$ cat src/rtl/swsu_pkg.sv
`timescale 1ns / 1ps
// ----------------------------------------------------------------------------
// swsu_pkg: shared types and codes of the SIMD warp shader unit
// Command and result word layouts, opcodes, trap codes and fixed widths.
// ----------------------------------------------------------------------------
package swsu_pkg;

  localparam int ADDR_W  = 19;
  localparam int COLOR_W = 32;
  localparam int PC_W    = 11;
  localparam int OP_W    = 4;
  localparam int REG_W   = 4;
  localparam int IMM_W   = 16;

  localparam logic [PC_W-1:0] PROG_LENGTH_RESET = 11'd1024;

  localparam logic ACT_START = 1'b0;
  localparam logic ACT_EXEC  = 1'b1;

  localparam logic [OP_W-1:0] OP_MOVLO = 4'd0;
  localparam logic [OP_W-1:0] OP_MOVHI = 4'd1;
  localparam logic [OP_W-1:0] OP_ADD   = 4'd2;
  localparam logic [OP_W-1:0] OP_MUL   = 4'd3;
  localparam logic [OP_W-1:0] OP_DIV   = 4'd4;
  localparam logic [OP_W-1:0] OP_SLT   = 4'd5;
  localparam logic [OP_W-1:0] OP_STORE = 4'd6;
  localparam logic [OP_W-1:0] OP_END   = 4'd7;

  localparam logic [1:0] TRAP_PC   = 2'd0;
  localparam logic [1:0] TRAP_OP   = 2'd1;
  localparam logic [1:0] TRAP_DEST = 2'd2;
  localparam logic [1:0] TRAP_SRC  = 2'd3;

  localparam logic KIND_PIXEL = 1'b0;
  localparam logic KIND_TRAP  = 1'b1;

  typedef struct packed {
    logic              action;
    logic [ADDR_W-1:0] warp_start;
    logic [OP_W-1:0]   opcode;
    logic [REG_W-1:0]  dst_index;
    logic [IMM_W-1:0]  operand_value;
  } cmd_t;

  typedef struct packed {
    logic               kind;
    logic [ADDR_W-1:0]  pixel_address;
    logic [COLOR_W-1:0] pixel_color;
    logic [1:0]         trap_code;
    logic               last;
  } res_t;

endpackage

$ cat src/rtl/swsu_alu.sv
`timescale 1ns / 1ps
// ----------------------------------------------------------------------------
// swsu_alu: bit-serial multiply and divide unit
// Shift-add multiply (low word) and restoring unsigned divide, one bit a cycle.
// ----------------------------------------------------------------------------
module swsu_alu
  import swsu_pkg::*;
(
  input  logic               clk,
  input  logic               rst,
  input  logic               start,
  input  logic               op_div,
  input  logic [COLOR_W-1:0] a,
  input  logic [COLOR_W-1:0] b,
  output logic               busy,
  output logic               done,
  output logic [COLOR_W-1:0] result
);

  localparam int CW = $clog2(COLOR_W);

  logic               div_r;
  logic [CW-1:0]      cnt;
  logic [COLOR_W-1:0] acc;
  logic [COLOR_W-1:0] sh;
  logic [COLOR_W-1:0] bb;
  logic [COLOR_W:0]   trial;
  logic               ge;

  assign trial  = {acc, sh[COLOR_W-1]};
  assign ge     = (trial >= {1'b0, bb});
  assign result = div_r ? sh : acc;

  always_ff @(posedge clk) begin
    if (rst) begin
      busy <= 1'b0;
      done <= 1'b0;
      cnt  <= '0;
    end else begin
      done <= 1'b0;
      if (start) begin
        busy  <= 1'b1;
        cnt   <= '0;
        div_r <= op_div;
        acc   <= '0;
        sh    <= a;
        bb    <= b;
      end else if (busy) begin
        if (div_r) begin
          // a zero divisor leaves every quotient bit set
          acc <= ge ? COLOR_W'(trial - {1'b0, bb}) : trial[COLOR_W-1:0];
          sh  <= {sh[COLOR_W-2:0], ge};
        end else begin
          if (sh[0]) begin
            acc <= acc + bb;
          end
          sh <= sh >> 1;
          bb <= bb << 1;
        end
        cnt <= cnt + 1'b1;
        if (cnt == CW'(COLOR_W - 1)) begin
          busy <= 1'b0;
          done <= 1'b1;
        end
      end
    end
  end

endmodule
$ cat config.mk
export PLATFORM = sky130hd
export DESIGN_NAME = swsu_alu
export DESIGN_NICKNAME = d
export VERILOG_FILES = /design/src/rtl/swsu_pkg.sv /design/src/rtl/swsu_alu.sv
export SDC_FILE = /design/constraint.sdc
export NUM_CORES = 1
export LEC_CHECK = 0
export BUFFER_PORTS_ARGS = -buffer_cell sky130_fd_sc_hd__buf_2
export CORE_ASPECT_RATIO = 0.8
export CORE_MARGIN = 2
export CORE_UTILIZATION = 39
export DETAILED_ROUTE_END_ITERATION = 6
export SETUP_SLACK_MARGIN = 0.15
export SLEW_MARGIN = 25
export SYNTH_ARGS = -nofsm -noshare
export SYNTH_HDL_FRONTEND = slang
export SYNTH_SLANG_ARGS = --single-unit
$ cat constraint.sdc
create_clock -name clk -period 7.8 [get_ports clk]
set_input_delay 0.78 -clock clk [delete_from_list [all_inputs] [get_ports clk]]
set_output_delay 0.78 -clock clk [all_outputs]
set_load 0.03 [all_outputs]
==> summary.txt <==
status: complete, no violations
n_diodes: 0
Max-cap violations: 0
clock power share: 0.252
worst-path fanout max: 41
port bufs: 101
DRT Wirelength: 26900 µm
Pleak: 0.00415 µW
Worst Tran Pin Value: 0.901 ns
post-synth top area share: 0.332
met2 WL post-DR: 10800 µm
CTS Hold Bufs: 0
Psw: 742 µW
met1 WL: 13400 µm
cell taking the most area after synthesis: edfxtp_1
remaining global-route overflow: 0
CTS clk-pin slew, worst paths: 0.08 ns
R2R Setup Slk: 3.91 ns
Yosys warning count: 0
Pins Over Slew Limit: 0
Die W: 172 µm
num ports: 102
CP Data Arrival Time: 4.13 ns
worst skew pair latency: 0.37 ns
Num CTS Buffers: 9
final std cells w/o fill: 1355
DP HPWL: 20600 µm
clk root buf: clkbuf_16
Total Negative Setup Slacks: 0 ns
Remaining DRCs: 0
CTS tree: built
RSZ-0062 raised after global routing: no
Post-Synthesis Cell Area: 8770 µm²
Initial Utilization: 0.394
EDFF count, synth: 97
synth top area cells: edfxtp_1, ha_1, nand2_1
Hold WC Path Type: register to register
post-CTS sizing: 0
Rows: 49
Core ar.: 22300 µm²
# H-tree levels: 3
reg2reg path depth: 10
met3 wire length: 2280 µm
Primary FF master, synth: edfxtp_1
final hold slack: 0.518 ns
Max transition margin: 0.398
first drt pass iteration count: 5
Synth Register Bits: 104
first-pass GRT wire length: 41300 µm
register area share after synthesis: 0.348
WS Path Type: register to register
Hold Crit Start: cnt[4]
critical path launch point type: register
syn avg cell area: 8.96 µm²
Post-synth ARST share: 0
Reg2Reg Capture Point: acc[31]
largest net degree at the start of global routing: 66
dpl cells: 1338
Fmax: 257 MHz
DRT antenna net count: 0
Commonest cells post-synth: nand2_1, edfxtp_1, o21ai_0
GRT Total Usage: 0.225
Comb pwr share: 0.378
final setup violating endpoints: 0
Peak VDD IR: 0.118 mV
period utilization: 0.498
Reg-to-Reg Start: acc[6]
clock sink count: 104
synth unique cells: 70
DR iter-0 viols: 637
number of global-route vias before repair: 7266
highest routed layer: met4
crit path time final: 3.89 ns
cells after synthesis: 979
count leader, synth: nand2_1
P_int: 1190 µW
fill count: 2172
via count: 7752
clock buffer depth: 2
Wirelength per Cell: 19.9 µm
Nets: 1179
syn nets: 1114
Final Hold Fails: 0
vias per cell: 5.72
Worst setup EP type: register
layout cells sized above 1: 0.164
full die area: 23700 µm²
WP data required: 8.04 ns
Post-CTS Setup Inserts: 0
Min-Delay Path Depth: 2
Hold Path End: cnt[4]
area grow syn2layout: 12.0%
P per Cell Area: 196 nW/µm²
Sw Ratio: 0.385
RePlAce Congestion: 0.936
initial antenna violation count: 1
Seq pwr share: 0.371
die height: 138 µm
worst clock skew: 0.0117 ns
-- sequential cells by signal, indices dropped and copies added, names as in the netlist --
register / cells
cnt: 5
sh: 32
div_r: 1
acc: 32
done: 1
busy: 1
bb: 32
-- layout make-up --
class	instances	area [µm²]	share of cell area
multi-input cells	772	5330	0.542
flip-flops and latches	104	3050	0.311
repair buffers	109	588	0.0598
well taps	306	383	0.0390
clock buffers	10	239	0.0243
inverters	48	180	0.0183
clock inverters	6	55.1	0.00560
-- critical path: stages, from the launching register on --
cell	delay, ns
edfxtp_1	0.46
ha_1	0.46
nand3_2	0.11
or4_4	0.55
a31oi_4	0.18
o211ai_1	0.13
a211o_1	0.32
nand2_2	0.66
inv_2	0.40
a2111oi_4	0.29
o32a_1	0.19
-- power groups by stage --
| stage | combinational (µW) | clock (µW) | sequential [µW] |
|---|---|---|---|
| after floorplan | 543 | 0 | 704 |
| after global placement | 714 | 0 | 725 |
| after detailed placement | 712 | 0 | 726 |
| after CTS | 718 | 489 | 714 |
| after global routing | 800 | 505 | 720 |
| final | 729 | 485 | 715 |
-- cell usage in the layout (no fill, tap or decap), types with 9 or more instances in the layout --
cell type,instances
xor2_1,30
ha_1,65
xnor2_1,29
clkbuf_16,9
mux2i_1,38
o22ai_1,15
a21oi_1,64
nand4_1,14
nand2_1,131
nor2_1,39
nand3_1,16
o21a_1,12
buf_2,100
o21ai_0,94
mux2_2,28
o21ai_1,14
inv_1,47
a21o_1,29
edfxtp_1,97
o211ai_1,11
a31oi_1,12
-- worst max-delay path by stage --
stage	start	end	slack, ns
2_1_floorplan	start	acc[0]	4.26
3_3_place_gp	acc[6]	acc[21]	4.00
3_5_place_dp	acc[6]	acc[21]	3.92
4_1_cts	acc[6]	acc[31]	3.89
5_1_grt	acc[8]	acc[21]	3.65
6_report	acc[6]	acc[31]	3.91
-- kinds of logic (layout without fill, tap and decap cells) --
logic type      after synthesis  after routing  share of synthesized area
compound gates              322            322                      0.236
simple gates                257            257                      0.134
flops                       104            104                      0.348
buf+inv                     103            173                     0.0455
fa+ha+maj                    67             67                     0.0973
mux                          67             67                     0.0810
xor+xnor                     59             59                     0.0589
-- routing by layer --
layer | track usage | vias up
met4 | 0.0473 | 0
met2 | 0.309 | 310
li1 | - | 3758
met1 | 0.353 | 3649
met5 | 0 | -
met3 | 0.0564 | 35
-- through the flow --
step	setup WS, ns	util	instance area [µm²]	total power [µW]
global placement	4.00	0.427	9510	1440
global route	3.65	0.442	9830	2020
floorplan	4.26	-	8770	1250
finish	3.91	0.442	9830	1930
detailed placement	3.92	0.427	9510	1440
CTS	3.89	0.440	9800	1920
No activity file was read; power rests on OpenSTA's default activity.
