`src/rtl/swsu_pkg.sv`:
```
`timescale 1ns / 1ps
// ----------------------------------------------------------------------------
// swsu_pkg: shared types and codes of the SIMD warp shader unit
// Command and result word layouts, opcodes, trap codes and fixed widths.
// ----------------------------------------------------------------------------
package swsu_pkg;

  localparam int ADDR_W  = 19;
  localparam int COLOR_W = 32;
  localparam int PC_W    = 11;
  localparam int OP_W    = 4;
  localparam int REG_W   = 4;
  localparam int IMM_W   = 16;

  localparam logic [PC_W-1:0] PROG_LENGTH_RESET = 11'd1024;

  localparam logic ACT_START = 1'b0;
  localparam logic ACT_EXEC  = 1'b1;

  localparam logic [OP_W-1:0] OP_MOVLO = 4'd0;
  localparam logic [OP_W-1:0] OP_MOVHI = 4'd1;
  localparam logic [OP_W-1:0] OP_ADD   = 4'd2;
  localparam logic [OP_W-1:0] OP_MUL   = 4'd3;
  localparam logic [OP_W-1:0] OP_DIV   = 4'd4;
  localparam logic [OP_W-1:0] OP_SLT   = 4'd5;
  localparam logic [OP_W-1:0] OP_STORE = 4'd6;
  localparam logic [OP_W-1:0] OP_END   = 4'd7;

  localparam logic [1:0] TRAP_PC   = 2'd0;
  localparam logic [1:0] TRAP_OP   = 2'd1;
  localparam logic [1:0] TRAP_DEST = 2'd2;
  localparam logic [1:0] TRAP_SRC  = 2'd3;

  localparam logic KIND_PIXEL = 1'b0;
  localparam logic KIND_TRAP  = 1'b1;

  typedef struct packed {
    logic              action;
    logic [ADDR_W-1:0] warp_start;
    logic [OP_W-1:0]   opcode;
    logic [REG_W-1:0]  dst_index;
    logic [IMM_W-1:0]  operand_value;
  } cmd_t;

  typedef struct packed {
    logic               kind;
    logic [ADDR_W-1:0]  pixel_address;
    logic [COLOR_W-1:0] pixel_color;
    logic [1:0]         trap_code;
    logic               last;
  } res_t;

endpackage

```
`src/rtl/swsu_coord.sv`:
```
`timescale 1ns / 1ps
// ----------------------------------------------------------------------------
// swsu_coord: bit-serial divide of the warp base by the screen width
// Restoring division, one quotient bit per cycle, giving base x and y.
// ----------------------------------------------------------------------------
module swsu_coord
  import swsu_pkg::*;
#(
  parameter int SCREEN_WIDTH = 640,
  localparam int XW = (SCREEN_WIDTH > 1) ? $clog2(SCREEN_WIDTH) : 1,
  localparam int CW = $clog2(ADDR_W)
) (
  input  logic              clk,
  input  logic              rst,
  input  logic              start,
  input  logic [ADDR_W-1:0] dividend,
  output logic              done,
  output logic [ADDR_W-1:0] quot,
  output logic [XW-1:0]     rem
);

  localparam logic [XW:0] DIVISOR = (XW+1)'(SCREEN_WIDTH);

  logic          busy;
  logic [CW-1:0] cnt;
  logic [XW:0]   trial;
  logic          ge;

  assign trial = {rem, quot[ADDR_W-1]};
  assign ge    = (trial >= DIVISOR);

  always_ff @(posedge clk) begin
    if (rst) begin
      busy <= 1'b0;
      done <= 1'b0;
      cnt  <= '0;
    end else begin
      done <= 1'b0;
      if (start) begin
        busy <= 1'b1;
        cnt  <= '0;
        quot <= dividend;
        rem  <= '0;
      end else if (busy) begin
        // shift one dividend bit in, subtract when it fits
        rem  <= ge ? XW'(trial - DIVISOR) : trial[XW-1:0];
        quot <= {quot[ADDR_W-2:0], ge};
        cnt  <= cnt + 1'b1;
        if (cnt == CW'(ADDR_W - 1)) begin
          busy <= 1'b0;
          done <= 1'b1;
        end
      end
    end
  end

endmodule

```
`config.mk`:
```
export PLATFORM = sky130hd
export DESIGN_NAME = swsu_coord
export DESIGN_NICKNAME = d
export VERILOG_FILES = /design/src/rtl/swsu_pkg.sv /design/src/rtl/swsu_coord.sv
export SDC_FILE = /design/constraint.sdc
export NUM_CORES = 1
export LEC_CHECK = 0
export BUFFER_PORTS_ARGS = -buffer_cell sky130_fd_sc_hd__buf_4
export CORE_ASPECT_RATIO = 0.75
export CORE_MARGIN = 2
export CORE_UTILIZATION = 30
export DETAILED_ROUTE_END_ITERATION = 6
export PLACE_DENSITY = 0.58
export SETUP_SLACK_MARGIN = 0.05
export SLEW_MARGIN = 20
export SYNTH_ARGS = -nofsm -noshare
export SYNTH_HDL_FRONTEND = slang
export SYNTH_SLANG_ARGS = --single-unit
```
`constraint.sdc`:
```
create_clock -name clk -period 4.9 [get_ports clk]
set_input_delay 0.49 -clock clk [delete_from_list [all_inputs] [get_ports clk]]
set_output_delay 0.49 -clock clk [all_outputs]
set_load 0.05 [all_outputs]
```
==> metrics.md <==
| Metric | Value |
|---|---|
| Status | `finished clean` |
| CTS sink count | `36` |
| Routed wire length | `about 3.2 mm` |
| Hold Path Stages | `2` |
| Clk buf depth | `2` |
| Sw frac | `27.1%` |
| Dpl hpwl | `2.24 mm` |
| Setup tns final | `0 ps` |
| Largest net degree at the start of global routing | `36` |
| Final setup margin | `3340 ps` |
| I/O Buffers | `between 50 and 60` |
| Comb pwr share | `18.2%` |
| Clk_skew | `7.58 ps` |
| Flop pwr share | `50.3%` |
| Peak VDD IR | `between 100 and 150 uV` |
| Reg-to-reg endpoint | `rem[7]$_SDFFCE_PP0P_` |
| WL/cell | `around 13 um` |
| Die footprint | `just under 6000 sq um` |
| Maximum clock frequency | `0.642 GHz` |
| Crit end category | `flip-flop` |
| Final period util | `31.8%` |
| Reg-to-reg slack, setup | `approximately 3300 ps` |
| Worst-Skew Late Latency | `290 ps` |
| P_sw | `0.000197 W` |
| Initial Utilization | `31.7%` |
| ANT nets after route | `0` |
| Seq/Total Area, Yosys | `63.6%` |
| IO Pins | `52` |
| R2r startpoint | `rem[6]$_SDFFCE_PP0P_` |
| GPL Wtd Cong | `0.687` |
| DRC violations left | `0` |
| CTS clk-pin slew, worst paths | `70 ps` |
| CORE AREA | `about 5000 sq um` |
| Power Internal | `0.000531 W` |
| Drt first pass iters | `3` |
| Iteration-0 DRC Markers | `58` |
| Avg Inst Size Synth | `~14 sq um` |
| Slew margin rel. | `74.0%` |
| Slew @ Worst Pin | `slightly below 400 ps` |
| Leakage | `0.834 nW` |
| Number of global-route vias before repair | `roughly 1,000` |
| Tot GR Track Use | `11.8%` |
| Post-synthesis cell type count | `30` |
| Final instance area | `2140 sq um` |
| Clk pwr share | `between 30% and 40%` |
| Crit path time final | `1560 ps` |
| Placed cell area | `slightly above 2000 sq um` |
| Post-CTS resize count | `0` |
| Crit Path Max Fanout | `5` |
| Pwr Density | `340 nW/um^2` |
| Synth Register Bits | `36` |
| Ys Warns | `0` |
| Num CTS Buffers | `5` |
| Syn nets | `138` |
| Post-synth EDFFs | `29` |
| Nets | `192` |
| Layout cell share with drive strength beyond 1 | `48.2%` |
| Setup violators final | `0` |
| Die Y | `67.1 um` |
| Hold buffer count at CTS | `0` |
| First-pass GRT wire length | `5.01 mm` |
| Kind of critical path | `flip-flop to flip-flop` |
| Rows | `22` |
| Worst Hold End | `busy$_SDFF_PP0_` |
| Area growth syn-to-layout | `34.6%` |
| Worst reg-to-reg path cell count | `5` |
| Worst Path Arrival | `1690 ps` |
| ANT cells | `0` |
| Initial antenna violation count | `0` |
| Hold Path Class | `input pin to flip-flop` |
| Hold Crit Start | `rst` |
| DR vias | `1,077` |
| Ys flop type | `edfxtp_1` |
| Post-synthesis instance area | `1590 sq um` |
| Drt via density | `4.49` |
| Root Driver | `clkbuf_8` |
| H-Tree Depth | `2` |
| Hold Vio Cnt, Final | `0` |
| CP Launch Type | `flip-flop` |
| Cells after synthesis | `113` |
| Die X-Extent | `88.1 um` |
| Grt ovf | `0` |
| RSZ-0062 raised after global routing | `false` |
| CTS tree | `yes` |
| Setup WS pre-CTS | `3130 ps` |
| Slew Viols, Final | `0` |
| Post-CTS Setup Bufs | `0` |
| WP data required | `5030 ps` |
| Max cap viols | `0` |
| Post-synthesis async set-or-reset flop share | `0%` |
-- cells in the mapped netlist (all sizes together), types with 2 or more instances --
| cell type | count | area [sq um] |
|---|---|---|
| o221ai | 2 | 23.8 |
| or4 | 2 | 18.8 |
| buf | 3 | 25.0 |
| a211oi | 2 | 15.0 |
| nor2b | 8 | 50.1 |
| clkbuf | 2 | 7.51 |
| nand4 | 3 | 18.8 |
| xor2 | 3 | 26.3 |
| inv | 4 | 15.0 |
| dfxtp | 7 | 140 |
| nand2 | 6 | 22.5 |
| mux2 | 18 | 203 |
| ha | 3 | 37.5 |
| nor2 | 10 | 37.5 |
| edfxtp | 29 | 871 |
-- worst max-delay path, cell delays in order (launching register included) --
cell and delay, ps:
edfxtp_1 450, inv_2 100, ha_1 190, nor2b_1 90, or4_4 420, o221ai_2 160
-- cells in the final DEF, fill, tap and decap left out --
cell type / synthesis / layout
o221ai_1: 1 / 1
o32ai_1: 1 / 1
xnor2_1: 1 / 1
o221ai_2: 1 / 1
nor2_2: 0 / 1
nor3_1: 1 / 1
a211oi_1: 2 / 2
edfxtp_1: 29 / 29
or2_1: 1 / 1
or4_4: 1 / 1
o21a_1: 1 / 1
xor2_1: 3 / 3
and2_1: 1 / 1
clkbuf_8: 0 / 7
mux2_2: 18 / 18
dfxtp_1: 7 / 7
and3_1: 1 / 1
nor4b_1: 1 / 1
a21oi_1: 1 / 1
inv_1: 3 / 3
nor2b_1: 8 / 8
ha_1: 3 / 3
nand4_1: 3 / 3
nor4bb_1: 1 / 1
nand2_1: 6 / 6
clkbuf_1: 2 / 1
nor2_1: 10 / 9
inv_2: 1 / 1
or4_1: 1 / 1
buf_4: 0 / 52
nor4_1: 1 / 1
-- through the flow --
step	hold slack (ps)	cells	power (W)	utilization, %
floorplan	471	113	0.000461	-
global placement	501	232	0.000504	40.7
detailed placement	517	232	0.000507	40.7
CTS	378	240	0.000738	42.7
global route	385	240	0.000761	42.7
finish	388	240	0.000728	42.7
-- state kept, by name (all words and copies together), names as in the netlist --
signal  count
busy        1
cnt         5
done        1
quot       19
rem        10
-- power by group through the flow --
stage	Combinational [W]	Clock, W	Sequential, W
floorplan	0.0000388	0	0.000422
global placement	0.000132	0	0.000372
detailed placement	0.000134	0	0.000373
CTS	0.000135	0.000237	0.000367
global route	0.000141	0.000251	0.000369
finish	0.000133	0.000229	0.000366
-- metal layers --
layer / vias to the layer above / global-route usage (%) / part of all wire [%]
met3: 7 / 4.83 / 9.1
met2: 40 / 15.2 / 40
met4: 0 / 6.25 / 1.7
met5: - / 0 / 0
li1: 523 / - / -
met1: 507 / 16.6 / 49
-- worst max path at each step --
stage	startpoint	slack (ps)	to	cells after the start
final	rem[6]$_SDFFCE_PP0P_	3340	rem[7]$_SDFFCE_PP0P_	5
after global routing	rem[7]$_SDFFCE_PP0P_	3240	rem[7]$_SDFFCE_PP0P_	5
after CTS	rem[6]$_SDFFCE_PP0P_	3340	rem[7]$_SDFFCE_PP0P_	5
after detailed placement	start	3130	quot[2]$_DFFE_PP_	4
after global placement	start	3170	quot[14]$_DFFE_PP_	4
after floorplan	start	2400	quot[0]$_DFFE_PP_	4
-- logic make-up after synthesis --
logic type               Yosys count  synth area share, %
XOR/XNOR                           4                 2.20
flip-flops                        36                 63.6
AO/OA/AOI/OAI                      7                 3.78
multiplexers                      18                 12.7
AND/OR/NAND/NOR                   36                 12.4
buffers and inverters              9                 2.99
adder cells (fa/ha/maj)            3                 2.36
-- final cells by class --
| class | instances | area [sq um] |
|---|---|---|
| fillers | 493 | 2870 |
| flip-flops and latches | 36 | 1010 |
| multi-input cells | 68 | 534 |
| repair buffers | 52 | 390 |
| clock buffers | 8 | 100 |
| well taps | 72 | 90.1 |
| inverters | 4 | 15.0 |
Power figures use the tool's default switching activity.
